===== src/rtl/mcptt_pkg.sv =====
`timescale 1ns / 1ps
// Shared types, codes and constants of the periodic timer table.
// Used by the cell, rate and top-level modules; depends on nothing.
package mcptt_pkg;

	localparam int SLOTS = 16;
	localparam int IDX_W = (SLOTS > 1) ? $clog2(SLOTS) : 1;
	localparam logic [IDX_W-1:0] LAST_IDX = IDX_W'(SLOTS - 1);

	localparam logic [1:0] ACT_TICK   = 2'd0;
	localparam logic [1:0] ACT_ADD    = 2'd1;
	localparam logic [1:0] ACT_REMOVE = 2'd2;

	localparam logic [2:0] ST_EXPIRY   = 3'd0;
	localparam logic [2:0] ST_ADDED    = 3'd1;
	localparam logic [2:0] ST_PRESENT  = 3'd2;
	localparam logic [2:0] ST_REMOVED  = 3'd3;
	localparam logic [2:0] ST_NOTFOUND = 3'd4;
	localparam logic [2:0] ST_FULL     = 3'd5;

	// ms * 18 / 1000 is taken as ms * ceil(18 * 2^30 / 1000) >> 30, exact for 16-bit ms.
	localparam int PROD_W      = 41;
	localparam int RECIP_SHIFT = 30;
	localparam logic [24:0] RECIP_18K = 25'd19327353;

	typedef struct packed {
		logic        valid;
		logic [15:0] client;
		logic [10:0] reload;
		logic [10:0] countdown;
		logic [5:0]  burst;
	} slot_t;

	typedef struct packed {
		logic [10:0] reload;
		logic [5:0]  burst;
	} rate_t;

	// Burst for periods shorter than one base tick: 1000 / (ms * 18), ms from 1 to 55.
	function automatic logic [5:0] short_burst(input logic [5:0] m);
		logic [5:0] b;
		case (m)
			6'd1: b = 6'd55;
			6'd2: b = 6'd27;
			6'd3: b = 6'd18;
			6'd4: b = 6'd13;
			6'd5: b = 6'd11;
			6'd6: b = 6'd9;
			6'd7: b = 6'd7;
			6'd8, 6'd9: b = 6'd6;
			6'd10, 6'd11: b = 6'd5;
			6'd12, 6'd13: b = 6'd4;
			6'd14, 6'd15, 6'd16, 6'd17, 6'd18: b = 6'd3;
			6'd19, 6'd20, 6'd21, 6'd22, 6'd23, 6'd24, 6'd25, 6'd26, 6'd27: b = 6'd2;
			default: b = 6'd1;
		endcase
		return b;
	endfunction

endpackage


===== src/rtl/mcptt_in_if.sv =====
`timescale 1ns / 1ps
// Request channel of the periodic timer table: valid/ready plus one command word.
// Depends on nothing.
interface mcptt_in_if;
	logic        valid;
	logic        ready;
	logic [1:0]  action;
	logic [15:0] client_id;
	logic [15:0] period_ms;

	modport source (output valid, output action, output client_id, output period_ms,
		input ready);
	modport sink (input valid, input action, input client_id, input period_ms,
		output ready);
endinterface


===== src/rtl/mcptt_out_if.sv =====
`timescale 1ns / 1ps
// Response channel of the periodic timer table: valid/ready plus one result word.
// Depends on nothing.
interface mcptt_out_if;
	logic        valid;
	logic        ready;
	logic [2:0]  status;
	logic [15:0] target_client;
	logic [5:0]  message_count;
	logic        last;

	modport source (output valid, output status, output target_client,
		output message_count, output last, input ready);
	modport sink (input valid, input status, input target_client,
		input message_count, input last, output ready);
endinterface


===== src/rtl/mcptt_cell.sv =====
`timescale 1ns / 1ps
// One timer slot of the ring: holds an entry and passes it to its neighbor on a shift.
// Depends on mcptt_pkg.
module mcptt_cell import mcptt_pkg::*; (
	input  logic  clk,
	input  logic  arst_n,
	input  logic  shift_en,
	input  slot_t shift_d,
	input  logic  wr_en,
	input  slot_t wr_d,
	output slot_t slot
);

	logic        valid_q;
	logic [15:0] client_q;
	logic [10:0] reload_q;
	logic [10:0] countdown_q;
	logic [5:0]  burst_q;
	slot_t       nxt;

	// A direct write only happens when the ring stands still.
	assign nxt = wr_en ? wr_d : shift_d;

	always_ff @(posedge clk or negedge arst_n) begin
		if (!arst_n) begin
			valid_q <= 1'b0;
		end else if (wr_en || shift_en) begin
			valid_q <= nxt.valid;
		end
	end

	always_ff @(posedge clk) begin
		if (wr_en || shift_en) begin
			client_q    <= nxt.client;
			reload_q    <= nxt.reload;
			countdown_q <= nxt.countdown;
			burst_q     <= nxt.burst;
		end
	end

	assign slot.valid     = valid_q;
	assign slot.client    = client_q;
	assign slot.reload    = reload_q;
	assign slot.countdown = countdown_q;
	assign slot.burst     = burst_q;

endmodule


===== src/rtl/mcptt_rate.sv =====
`timescale 1ns / 1ps
// Reload and burst of a new timer from its period, one register stage deep.
// Depends on mcptt_pkg.
module mcptt_rate import mcptt_pkg::*; (
	input  logic        clk,
	input  logic [15:0] period_ms,
	output rate_t       rate
);

	logic [15:0]       m;
	logic [15:0]       m_s1;
	logic [PROD_W-1:0] prod_s1;
	logic [10:0]       q;

	assign m = (period_ms == 16'd0) ? 16'd1 : period_ms;

	always_ff @(posedge clk) begin
		m_s1    <= m;
		prod_s1 <= {{(PROD_W - 16){1'b0}}, m} * {{(PROD_W - 25){1'b0}}, RECIP_18K};
	end

	assign q = prod_s1[PROD_W-1:RECIP_SHIFT];

	// A zero quotient means the period is at most 55 ms, so the low six bits hold it.
	assign rate.reload = (q == 11'd0) ? 11'd1 : q;
	assign rate.burst  = (q == 11'd0) ? short_burst(m_s1[5:0]) : 6'd1;

endmodule


===== src/rtl/multi_client_periodic_timer_table_top.sv =====
`timescale 1ns / 1ps
// Periodic timer table: a ring of slot cells walked through a head stage, one slot a cycle unless a tick waits.
// Depends on mcptt_pkg, mcptt_in_if, mcptt_out_if, mcptt_cell and mcptt_rate.
//
//  channel  dir  word
//  req      in   action, client_id, period_ms
//  rsp      out  status, target_client, message_count, last
//
// A word is taken only in the idle state after the earlier word is done, so no new word is
// taken while the ring is walked for the last one. Add and remove rotate the whole ring
// past the head, then post the status word, which waits while the response register
// stays full. A tick rotates the whole ring, then a flush state posts its final expiry;
// each expiry beyond the first can hold the ring for as long as the response register is full.
// Reset clears the valid bits of all slots and the control state; no clearing pass.
module multi_client_periodic_timer_table_top import mcptt_pkg::*; (
	input  logic        clk,
	input  logic        arst_n,
	mcptt_in_if.sink    req,
	mcptt_out_if.source rsp
);

	localparam logic [2:0] S_IDLE   = 3'd0;
	localparam logic [2:0] S_LOOK   = 3'd1;
	localparam logic [2:0] S_TICK   = 3'd2;
	localparam logic [2:0] S_FLUSH  = 3'd3;
	localparam logic [2:0] S_STATUS = 3'd4;

	logic [2:0]       state_q;
	logic [IDX_W-1:0] step_q;
	logic [1:0]       act_q;
	logic [15:0]      who_q;
	logic [15:0]      ms_q;
	logic             found_q;
	logic [IDX_W-1:0] found_idx_q;
	logic             free_q;
	logic [IDX_W-1:0] free_idx_q;
	logic             pend_q;
	logic [15:0]      pend_client_q;
	logic [5:0]       pend_burst_q;

	logic             out_valid_q;
	logic [2:0]       out_status_q;
	logic [15:0]      out_client_q;
	logic [5:0]       out_count_q;
	logic             out_last_q;

	slot_t            ring [SLOTS];
	slot_t            ring_d [SLOTS];
	slot_t            head;
	slot_t            head_next;
	slot_t            wr_d;
	logic [SLOTS-1:0] wr_en_vec;
	logic [IDX_W-1:0] wr_idx;
	rate_t            rate;

	logic             out_free;
	logic [10:0]      dec;
	logic             expire;
	logic             step_go;
	logic             pass_end;
	logic             status_go;
	logic             commit;
	logic [2:0]       status_code;
	logic             push;
	logic [2:0]       push_status;
	logic [15:0]      push_client;
	logic [5:0]       push_count;
	logic             push_last;

	assign req.ready = (state_q == S_IDLE);
	assign out_free  = !out_valid_q || rsp.ready;
	assign head      = ring[0];

	// Tick work on the head slot.
	assign dec      = head.countdown - 11'd1;
	assign expire   = (state_q == S_TICK) && head.valid && (dec == 11'd0);
	assign step_go  = (state_q == S_LOOK) ||
		((state_q == S_TICK) && !(expire && pend_q && !out_free));
	assign pass_end = step_go && (step_q == LAST_IDX);

	always_comb begin
		head_next = head;
		if ((state_q == S_TICK) && head.valid) begin
			head_next.countdown = expire ? head.reload : dec;
		end
	end

	// Outcome of an add or remove once the whole ring has been searched.
	always_comb begin
		status_code = ST_NOTFOUND;
		commit      = 1'b0;
		wr_idx      = found_idx_q;
		wr_d        = '0;
		if (act_q == ACT_ADD) begin
			wr_idx         = free_idx_q;
			wr_d.valid     = 1'b1;
			wr_d.client    = who_q;
			wr_d.reload    = rate.reload;
			wr_d.countdown = rate.reload;
			wr_d.burst     = rate.burst;
			if (found_q) begin
				status_code = ST_PRESENT;
			end else if (!free_q) begin
				status_code = ST_FULL;
			end else begin
				status_code = ST_ADDED;
				commit      = status_go;
			end
		end else begin
			if (found_q) begin
				status_code = ST_REMOVED;
				commit      = status_go;
			end
		end
	end

	assign status_go = (state_q == S_STATUS) && out_free;

	// An expiry is held back until the next expiry or the flush, so the last one of a tick can be marked.
	always_comb begin
		push        = 1'b0;
		push_status = ST_EXPIRY;
		push_client = pend_client_q;
		push_count  = pend_burst_q;
		push_last   = 1'b0;
		case (state_q)
			S_TICK: begin
				push = step_go && expire && pend_q;
			end
			S_FLUSH: begin
				push      = pend_q && out_free;
				push_last = 1'b1;
			end
			S_STATUS: begin
				push        = out_free;
				push_status = status_code;
				push_client = who_q;
				push_count  = 6'd0;
				push_last   = 1'b1;
			end
			default: begin
				push = 1'b0;
			end
		endcase
	end

	for (genvar i = 0; i < SLOTS; i++) begin : g_cell
		if (i == SLOTS - 1) begin : g_tail
			assign ring_d[i] = head_next;
		end else begin : g_mid
			assign ring_d[i] = ring[i+1];
		end
		assign wr_en_vec[i] = commit && (wr_idx == IDX_W'(i));

		mcptt_cell u_cell (
			.clk      (clk),
			.arst_n   (arst_n),
			.shift_en (step_go),
			.shift_d  (ring_d[i]),
			.wr_en    (wr_en_vec[i]),
			.wr_d     (wr_d),
			.slot     (ring[i])
		);
	end

	mcptt_rate u_rate (
		.clk       (clk),
		.period_ms (ms_q),
		.rate      (rate)
	);

	always_ff @(posedge clk or negedge arst_n) begin
		if (!arst_n) begin
			state_q <= S_IDLE;
			step_q  <= '0;
			found_q <= 1'b0;
			free_q  <= 1'b0;
			pend_q  <= 1'b0;
		end else begin
			case (state_q)
				S_IDLE: begin
					step_q  <= '0;
					found_q <= 1'b0;
					free_q  <= 1'b0;
					pend_q  <= 1'b0;
					if (req.valid) begin
						if (req.action == ACT_TICK) begin
							state_q <= S_TICK;
						end else if (req.action == ACT_ADD || req.action == ACT_REMOVE) begin
							state_q <= S_LOOK;
						end
					end
				end
				S_LOOK: begin
					if (head.valid && head.client == who_q) begin
						found_q <= 1'b1;
					end
					if (!head.valid && !free_q) begin
						free_q <= 1'b1;
					end
					step_q <= pass_end ? '0 : step_q + 1'b1;
					if (pass_end) begin
						state_q <= S_STATUS;
					end
				end
				S_TICK: begin
					if (step_go) begin
						if (expire) begin
							pend_q <= 1'b1;
						end
						step_q <= pass_end ? '0 : step_q + 1'b1;
						if (pass_end) begin
							state_q <= S_FLUSH;
						end
					end
				end
				S_FLUSH: begin
					if (!pend_q || out_free) begin
						pend_q  <= 1'b0;
						state_q <= S_IDLE;
					end
				end
				S_STATUS: begin
					if (out_free) begin
						state_q <= S_IDLE;
					end
				end
				default: begin
					state_q <= S_IDLE;
				end
			endcase
		end
	end

	always_ff @(posedge clk) begin
		if (req.valid && req.ready) begin
			act_q <= req.action;
			who_q <= req.client_id;
			ms_q  <= req.period_ms;
		end
		if (state_q == S_LOOK) begin
			if (head.valid && head.client == who_q && !found_q) begin
				found_idx_q <= step_q;
			end
			if (!head.valid && !free_q) begin
				free_idx_q <= step_q;
			end
		end
		if (step_go && expire) begin
			pend_client_q <= head.client;
			pend_burst_q  <= head.burst;
		end
	end

	always_ff @(posedge clk or negedge arst_n) begin
		if (!arst_n) begin
			out_valid_q <= 1'b0;
		end else if (push) begin
			out_valid_q <= 1'b1;
		end else if (rsp.ready) begin
			out_valid_q <= 1'b0;
		end
	end

	always_ff @(posedge clk) begin
		if (push) begin
			out_status_q <= push_status;
			out_client_q <= push_client;
			out_count_q  <= push_count;
			out_last_q   <= push_last;
		end
	end

	assign rsp.valid         = out_valid_q;
	assign rsp.status        = out_status_q;
	assign rsp.target_client = out_client_q;
	assign rsp.message_count = out_count_q;
	assign rsp.last          = out_last_q;

	// A new word never lands on a response word that has not been taken.
	a_push_free: assert property (@(posedge clk) disable iff (!arst_n)
		push |-> out_free)
		else $error("response register overwritten");

	// A held expiry exists only while a tick is being worked off.
	a_pend_tick: assert property (@(posedge clk) disable iff (!arst_n)
		pend_q |-> (state_q == S_TICK || state_q == S_FLUSH))
		else $error("expiry pending outside a tick");

	// Slot cells are written directly only while the ring is at rest in slot order.
	a_commit_rest: assert property (@(posedge clk) disable iff (!arst_n)
		(|wr_en_vec) |-> (!step_go && $onehot(wr_en_vec) && step_q == '0))
		else $error("slot written while the ring moves");

endmodule

===== src/flat_wrapper.sv =====
// flat-port wrapper written by rule: the top's interface ports become plain ports
module multi_client_periodic_timer_table_top_flat import mcptt_pkg::*;
  (clk, arst_n, req_valid, req_action, req_client_id, req_period_ms, req_ready, rsp_valid, rsp_status, rsp_target_client, rsp_message_count, rsp_last, rsp_ready);
  mcptt_in_if req_i ();
  mcptt_out_if rsp_i ();
  input  logic clk;
  input  logic arst_n;
  input wire logic [$bits(req_i.valid)-1:0] req_valid;
  input wire logic [$bits(req_i.action)-1:0] req_action;
  input wire logic [$bits(req_i.client_id)-1:0] req_client_id;
  input wire logic [$bits(req_i.period_ms)-1:0] req_period_ms;
  output wire logic [$bits(req_i.ready)-1:0] req_ready;
  output wire logic [$bits(rsp_i.valid)-1:0] rsp_valid;
  output wire logic [$bits(rsp_i.status)-1:0] rsp_status;
  output wire logic [$bits(rsp_i.target_client)-1:0] rsp_target_client;
  output wire logic [$bits(rsp_i.message_count)-1:0] rsp_message_count;
  output wire logic [$bits(rsp_i.last)-1:0] rsp_last;
  input wire logic [$bits(rsp_i.ready)-1:0] rsp_ready;
  assign req_i.valid = req_valid;
  assign req_i.action = req_action;
  assign req_i.client_id = req_client_id;
  assign req_i.period_ms = req_period_ms;
  assign req_ready = req_i.ready;
  assign rsp_valid = rsp_i.valid;
  assign rsp_status = rsp_i.status;
  assign rsp_target_client = rsp_i.target_client;
  assign rsp_message_count = rsp_i.message_count;
  assign rsp_last = rsp_i.last;
  assign rsp_i.ready = rsp_ready;
  multi_client_periodic_timer_table_top u_core (.clk(clk), .arst_n(arst_n), .req(req_i), .rsp(rsp_i));
endmodule

===== config.mk =====
export PLATFORM = sky130hd
export DESIGN_NAME = multi_client_periodic_timer_table_top_flat
export DESIGN_NICKNAME = d
export VERILOG_FILES = /design/src/rtl/mcptt_pkg.sv /design/src/rtl/mcptt_in_if.sv /design/src/rtl/mcptt_out_if.sv /design/src/rtl/mcptt_cell.sv /design/src/rtl/mcptt_rate.sv /design/src/rtl/multi_client_periodic_timer_table_top.sv /design/src/flat_wrapper.sv
export SDC_FILE = /design/constraint.sdc
export NUM_CORES = 1
export LEC_CHECK = 0
export ABC_AREA = 1
export BUFFER_PORTS_ARGS = -buffer_cell sky130_fd_sc_hd__buf_4
export CORE_ASPECT_RATIO = 0.8
export CORE_MARGIN = 5
export CORE_UTILIZATION = 55
export DETAILED_ROUTE_END_ITERATION = 10
export MAX_ROUTING_LAYER = met4
export PLACE_DENSITY = 0.67
export SLEW_MARGIN = 30
export SYNTH_ARGS = -nofsm -noshare
export SYNTH_HDL_FRONTEND = slang
export SYNTH_HIERARCHICAL = 1
export SYNTH_SLANG_ARGS = --single-unit

===== constraint.sdc =====
create_clock -name clk -period 7.4 [get_ports clk]
set_input_delay 1.11 -clock clk [delete_from_list [all_inputs] [get_ports clk]]
set_output_delay 1.11 -clock clk [all_outputs]
set_load 0.02 [all_outputs]

# Word level (Yosys, flattened, before mapping)
# Memory sizes are Yosys's and may differ from the RTL's. A register that Yosys moved wholly into a read port is not among the register bits.
# Index checks and enable logic that the tools add are counted.
# Widths: inputs -> output; s select.
[totals]
register_bits = 868
mem_bits_ro = 192
output_inout_bits = 28
mem_count = 1
[mem_list]
columns = ["name", "words", "word_bits", "rd", "rd_clocked_by_memory_dff", "wr", "line_no", "rtl"]
rows = [
  ["(no name shown)", 32, 6, 1, 1, 0, "mcptt_pkg.sv:42", "case (m)"],
]
[classes]
addsub = 2
n_mul = 1
n_eq_ne = 34
mux = 57
n_reduce_logical = 75
[ops]
columns = ["operator", "n"]
rows = [
  ["$mux 45", 17],
  ["$mul 16x25->41 const B", 1],
  ["$eq 4x4->1 const B", 9],
  ["$mux 3", 12],
  ["$mux 11", 3],
  ["$mux 16", 2],
  ["$logic_and 1x1->1", 30],
  ["$logic_not 11->1", 2],
  ["$logic_or 1x1->1", 20],
  ["$eq 16x16->1", 1],
  ["$eq 4x3->1 const B", 4],
  ["$logic_not 16->1", 1],
  ["$pmux 3 s5", 1],
  ["$mux 1", 12],
  ["$mux 4", 3],
  ["$mux 6", 2],
  ["$pmux 4 s3", 1],
  ["$sub 11x1->11 const B", 1],
  ["$ne 2x1->1 const B", 5],
  ["$reduce_and 2->1", 5],
  ["$eq 4x2->1 const B", 2],
  ["$ne 2x2->1 const B", 4],
  ["$logic_not 1->1", 7],
  ["$reduce_and 7->1", 1],
  ["17 further kinds", 23],
]

# Logic depth before layout (Yosys ltp)
# Gate-level depths: netlist of the first run.
[depth]
word_depth = 12
depth_mapped = 31
ltp_nobuf = 31

# Modules after synthesis
# Netlist of the first run, hierarchy kept.
[by_module_without_submodules]
columns = ["mod", "n_inst", "cells_each", "area_each_um2", "seq_area_each_um2"]
rows = [
  ["mcptt_cell", 16, 194, 1991.9, 1346.3],
  ["mcptt_rate", 1, 894, 7683.6, 360.3],
  ["multi_client_periodic_timer_table_top", 1, 518, 4892.2, 2977.9],
]

# Worst setup path after synthesis of the first run
# No wires, ideal clock.
[synth_path]
kind = "register to register"
from = "reg u_core.ms_q[3]"
to = "reg u_core.u_rate.prod_s1[39]"
arrival_ps = 6022
slack_ps = 1266
path_stages_with_launch = 30
n_path_buf = 0
path_cell_list = "edfxtp_1 inv_1 ha_1 nand3_1 nor2_2 nand2_4 inv_6 nor2_1 inv_1 fa_1 inv_1 fa_1 inv_1 fa_1 fa_1 fa_1 inv_1 fa_1 inv_1 ha_1 a21oi_1 inv_1 a31oi_1 o21ai_0 a21oi_1 nand2_1 nand2_1 nand2_1 nand2_1 nand2_1"
[synth_between]
elab_chain_cells = 3
[synth_rtl]
columns = ["element", "line_no", "rtl"]
rows = [
  ["from (decl)", "multi_client_periodic_timer_table_top.sv:32", "logic [15:0] ms_q;"],
  ["from (signal assigned)", "multi_client_periodic_timer_table_top.sv:239", "ms_q <= req.period_ms;"],
  ["$logic_not 16->1", "mcptt_rate.sv:15", "assign m = (period_ms == 16'd0) ? 16'd1 : period_ms;"],
  ["$mux 16", "mcptt_rate.sv:15", ""],
  ["named net u_core.u_rate.m[5]", "mcptt_rate.sv:10", "logic [15:0] m;"],
  ["$mul 16x25->41", "mcptt_rate.sv:19", "prod_s1 <= {{(PROD_W - 16){1'b0}}, m} * {{(PROD_W - 25){1'b0}}, RECIP_18K};"],
  ["to (signal assigned)", "mcptt_rate.sv:19", ""],
  ["to (decl)", "mcptt_rate.sv:12", "logic [PROD_W-1:0] prod_s1;"],
]
# The timed path passes the listed nets, and every way through them passes these cells.
# A chain may end at the register's enable or synchronous reset.

# Worst setup path after layout of the first run
# Same ends and word-level chain as after synthesis.

==> results of run 1 <==
## logic make-up (layout without fill, tap and decap cells)
logic type,Yosys count,count (layout),share of synthesized area (%)
other cells,0,1,0
mux,1,1,0.0225
compound gates,150,150,1.98
buf+inv,574,687,7.88
flops,839,839,56.0
fa+ha+maj,308,308,11.0
simple gates,2632,2632,22.9
xor+xnor,12,12,0.236
## flip-flops by register name, indices dropped and copies added, names as in the netlist, 6 cells and up, named ones only
signal	cells
u_core/pend_client_q	16
u_core/g_cell.u_cell/countdown_q	176
u_core/rsp.target_client	16
u_core/ms_q	16
u_core/who_q	16
u_core/g_cell.u_cell/reload_q	176
u_core/g_cell.u_cell/valid_q	16
u_core/u_rate/prod_s1	11
u_core/rsp.message_count	6
u_core/g_cell.u_cell/client_q	256
u_core/pend_burst_q	6
u_core/g_cell.u_cell/burst_q	96
## path summary, 6_finish.rpt
kind	start	end	slack, ns	depth (start not counted)
max	u_core/ms_q[3]	u_core/u_rate/prod_s1[39]	0.78	28
min	arst_n	u_core/step_q[3]	0.43	1
max in group asynchronous	arst_n	u_core/g_cell[6].u_cell/valid_q	6.61	1
max reg2reg	u_core/ms_q[3]	u_core/u_rate/prod_s1[39]	0.78	28
min reg2reg	u_core/g_cell[0].u_cell/burst_q[3]	u_core/pend_burst_q[3]	0.48	0
min in group clk	u_core/g_cell[0].u_cell/burst_q[3]	u_core/pend_burst_q[3]	0.48	0
## Yosys cell counts (2+ instances only)
cell	instances
or2_2	7
dfxtp_1	18
buf_2	65
buf_4	16
a22oi_1	6
nand4_1	17
nand2_4	2
o21ai_1	5
nand3_2	5
fa_1	138
clkbuf_1	23
dfrtp_1	27
a211oi_1	5
nor3_1	14
clkbuf_8	16
edfxtp_1	794
a21o_1	3
xnor2_1	5
a31oi_1	13
o32ai_1	2
a221oi_1	2
a21boi_0	2
o21a_1	3
o22ai_1	4
inv_2	19
nor2_2	7
ha_1	170
a21oi_1	45
o21ai_0	47
inv_1	368
nor2_1	163
nor4_1	4
xor2_1	7
o211ai_1	3
o21ai_2	3
nand2_2	9
nand3_1	59
buf_12	64
nand2_1	2337
## layer usage
layer | GRT usage [%] | up-vias | share of wire (%)
li1 | - | 14493 | -
met1 | 42.3 | 14700 | 44
met2 | 40.3 | 1397 | 43
met3 | 7.80 | 160 | 11
met4 | 5.50 | 0 | 2.0
met5 | - | - | 0
## layout make-up
| cell class | instances | area share (%) |
|---|---|---|
| Clock buffer | 127 | 5.13 |
| Sequential cell | 839 | 52.0 |
| Antenna cell | 1 | 0.00523 |
| Inverter | 390 | 3.07 |
| Multi-Input combinational cell | 3103 | 34.1 |
| Timing Repair Buffer | 143 | 2.60 |
| Clock inverter | 27 | 0.400 |
| Tap cell | 1045 | 2.73 |
## critical path, delay by kind of cell, from the launching register on
| family | cells | cell delay [ns] |
|---|---|---|
| AOI/OAI and AO/OA | 4 | 0.68 |
| adders and majority gates | 8 | 3.43 |
| buffers and inverters | 7 | 0.73 |
| DFF | 1 | 0.50 |
| and+or+nand+nor | 9 | 1.17 |
## stage by stage
stage / instance area [um2] / hold WS [ns] / std cells / utilization (%)
final: 47900 / 0.426 / 5675 / 59.6
after global routing: 47900 / 0.423 / 5675 / 59.6
after CTS: 47900 / 0.401 / 5674 / 59.6
after detailed placement: 45200 / 0.445 / 5520 / 56.3
after global placement: 45000 / 0.444 / 5511 / 56.0
after floorplan: 44400 / 0.427 / 4516 / -
==> flow_summary.yaml, run 1 <==
run_status:
  status: "completed"
sta:
  max_freq_ghz: 0.151
  period_share_pct: 89.5
  slew_violations: 0
  finalSetupTns_ns: 0
  worst_pin_slew_ns: 0.986
  setup_slack_ns: 0.778
  maxSlewHeadroom_pct: 33.8
  post-route-min-period_ns: 6.62
  hold_viol_final: 0
  finClkSkew_ns: 0.0264
  finalSetupViolations: 0
  rsz0062_at_grt: "false"
global_route:
  grt_max_degree: 48
  grt_pass1_wl_mm: 182
  grt_pass1_vias: 29231
  antenna_found_initial: 4
  overflow: 0
  track_usage_pct: 28.6
clock_tree:
  path_clk_slew_ns: 0.06
  cts_tree: "yes"
  cts_root_buffer: "clkbuf_16"
  cts_hold_buf: 0
  worstSkewPairLatency_ns: 0.64
  clockBufferDepth: 3
  cts_setup_buffers: 0
  postCtsResizedCells: 0
  numCtsBuffers: 85
  clock_sinks: 839
  htreeDepth: 3
logic_synthesis:
  ys_ff_latch: 839
  yosysTopAreaCell: "edfxtp_1"
  yosysWarnings: 6
  syn-num-nets: 4862
  synth.avg_cell_area_um2: 9.84
  synth_cell_types: 58
  synth_edf_count: 794
  postSynthCellCount: 4516
  yosysTopAreaCellShare_pct: 53.6
  seq_area_frac_synth_pct: 56.0
  synth_area_um2: 44400
  synthTopCellsByArea: "edfxtp_1, nand2_1, fa_1, ha_1, inv_1"
  ys_async_sr_fraction_pct: 3.22
  synth_flop_cell: "edfxtp_1"
placed_design:
  portBuffers: 65
  gp_congestion: 0.943
  place_ws_ns: 0.803
  hpwl_mm: 83.1
detailed_routing:
  dr_total_vias: 30750
  wire_per_inst_um: 21.2
  via_per_inst: 5.42
  drt_first_pass_iters: 6
  dr.first_iter.drc_count: 3547
  drtAntennaViolNets: 0
  drcViolationCount: 0
  drt_wl_total_mm: 120
setup_path:
  required_ns: 7.94
  setup.worst_path.start_class: "flip-flop"
  worstPathMaxFanout: 10
  arrival_ns: 7.16
  end_kind: "flip-flop"
  critPathSlowestCell: "nor2_1"
  path_class: "flip-flop to flip-flop"
  slowest_delay_ns: 0.58
die:
  die_h_um: 264
  die_area_um2: 86600
  core-area_um2: 80300
  rows: 93
  start_util_pct: 55.4
  dieWidth_um: 328
  io_pins: 66
final_layout:
  num-fill-cells: 6765
  area_growth_pct: 7.69
  seq_area_um2: 24900
  drive_above_1_share_pct: 8.08
  multi_input_area_um2: 16300
  fin_nets: 4908
  layout_commonest_cell: "nand2_1"
  layout_common_cells: "nand2_1, edfxtp_1, inv_1, ha_1, fa_1"
worst_hold_path:
  hp-class: "primary input to async pin"
flow_run:
  drv_cap: 0
Power of run 1 is left out: the tool's default activity adds up to more than one toggle a clock period on the data nets, which glitch-free logic cannot reach.
==> inputs of run 2 (changes only) <==
Settings changed: PLACE_DENSITY 0.67 to 0.71.
==> run 2 against run 1 <==
Cell count about the same; die area stayed put; routed wire length shrank 1.6%; sequential share of layout area shrank 0.24 points; highest routed layer unchanged.
==> flow_summary.yaml, run 2 (synthesis results as in run 1) <==
final_layout:
  largest-register: "u_core/g_cell.u_cell/client_q"
  antennaDiodeCount: 0
  largestRegisters: "u_core/g_cell.u_cell/client_q: 256 flops, u_core/g_cell.u_cell/countdown_q: 176 flops, u_core/g_cell.u_cell/reload_q: 176 flops"
  fin_nets: 4906
  largest_register_ff_count: 256
  area_growth_pct: 8.20
  stdcell_area_um2: 48100
  layout_commonest_cell: "nand2_1"
  drive_above_1_share_pct: 8.23
  num-fill-cells: 6594
  layout_common_cells: "nand2_1, edfxtp_1, inv_1, ha_1, fa_1"
  stdcell_count: 5674
detailed_routing:
  dr.first_iter.drc_count: 3569
  wire_per_inst_um: 20.8
  drtAntennaViolNets: 0
  drcViolationCount: 0
  wl_met3_mm: 12.0
  via_per_inst: 5.46
  wl_met1_mm: 51.0
  wl_met2_mm: 52.4
  drt_first_pass_iters: 6
  drt_wl_total_mm: 118
  top_layer_used: "met4"
  dr_total_vias: 31006
clock_tree:
  htreeDepth: 3
  worstSkewPairLatency_ns: 0.66
  postCtsResizedCells: 0
  cts_setup_buffers: 0
  numCtsBuffers: 84
  clock_sinks: 839
  cts_root_buffer: "clkbuf_16"
  clockBufferDepth: 3
  path_clk_slew_ns: 0.07
  cts_tree: "yes"
  cts_hold_buf: 0
placed_design:
  hpwl_mm: 80.2
  gp_congestion: 0.959
  portBuffers: 65
  dp_cells: 5518
  placed_area_um2: 45200
die:
  dieWidth_um: 328
  die_area_um2: 86600
  io_pins: 66
  start_util_pct: 55.4
  rows: 93
  die_h_um: 264
  core-area_um2: 80300
global_route:
  grt_max_degree: 48
  grt_pass1_vias: 29908
  track_usage_pct: 28.2
  grt_pass1_wl_mm: 182
  antenna_found_initial: 0
  overflow: 0
sta:
  rsz0062_at_grt: "false"
  hold_viol_final: 0
  period_share_pct: 87.0
  slew_violations: 0
  finalSetupTns_ns: 0
  post-route-min-period_ns: 6.44
  finalSetupViolations: 0
  worst_pin_slew_ns: 0.992
  max_freq_ghz: 0.155
  finClkSkew_ns: 0.0417
  maxSlewHeadroom_pct: 33.8
flow_run:
  drv_cap: 0
setup_path:
  worstPathMaxFanout: 7
  slowest_delay_ns: 0.54
  end_kind: "flip-flop"
  critPathSlowestCell: "fa_1"
  path_class: "flip-flop to flip-flop"
  required_ns: 7.94
  arrival_ns: 6.98
  critPathMostFrequentCell: "inv_1"
  setup.worst_path.start_class: "flip-flop"
worst_hold_path:
  hp-class: "primary input to async pin"
run_status:
  status: "completed"
run 2: routing by layer:
metal,track usage [%],up-vias
li1,-,14483
met1,40.7,14904
met2,41.3,1417
met3,6.72,202
met4,6.24,0
met5,-,-
run 2: area by class of cell:
| type | count | area [um2] | area share [%] |
|---|---|---|---|
| Tap cell | 1045 | 1310 | 2.72 |
| Clock inverter | 54 | 671 | 1.39 |
| Inverter | 390 | 1470 | 3.06 |
| Clock buffer | 101 | 2240 | 4.65 |
| Multi-Input combinational cell | 3103 | 16300 | 33.9 |
| Sequential cell | 839 | 24900 | 51.7 |
| Timing Repair Buffer | 142 | 1230 | 2.55 |
run 2: through the flow:
stage	setup slack (ns)	hold WS [ns]	utilization (%)
global route	0.630	0.392	59.9
detailed placement	1.11	0.442	56.2
finish	0.963	0.393	59.9
global placement	1.13	0.443	56.0
floorplan	1.27	0.427	-
CTS	1.08	0.370	59.9
run 2: worst paths after layout:
kind	start	slack [ns]	endpoint	depth (start not counted)
min	arst_n	0.39	u_core/step_q[1]	1
max reg2reg	u_core/ms_q[3]	0.96	u_core/u_rate/prod_s1[39]	28
min in group clk	u_core/g_cell[0].u_cell/burst_q[5]	0.47	u_core/pend_burst_q[5]	0
max in group asynchronous	arst_n	6.67	u_core/g_cell[7].u_cell/valid_q	1
max	u_core/ms_q[3]	0.96	u_core/u_rate/prod_s1[39]	28
min reg2reg	u_core/g_cell[0].u_cell/burst_q[5]	0.47	u_core/pend_burst_q[5]	0
run 2: worst max-delay path, delay by kind of cell, from the launching register on:
kind / cells / cell delay, ns
adder cells (fa/ha/maj): 8 / 3.38
flip-flops: 1 / 0.52
AO/OA/AOI/OAI: 4 / 0.71
AND/OR/NAND/NOR: 9 / 0.90
buffers and inverters: 7 / 0.80
Power of run 2 is left out for the same reason.
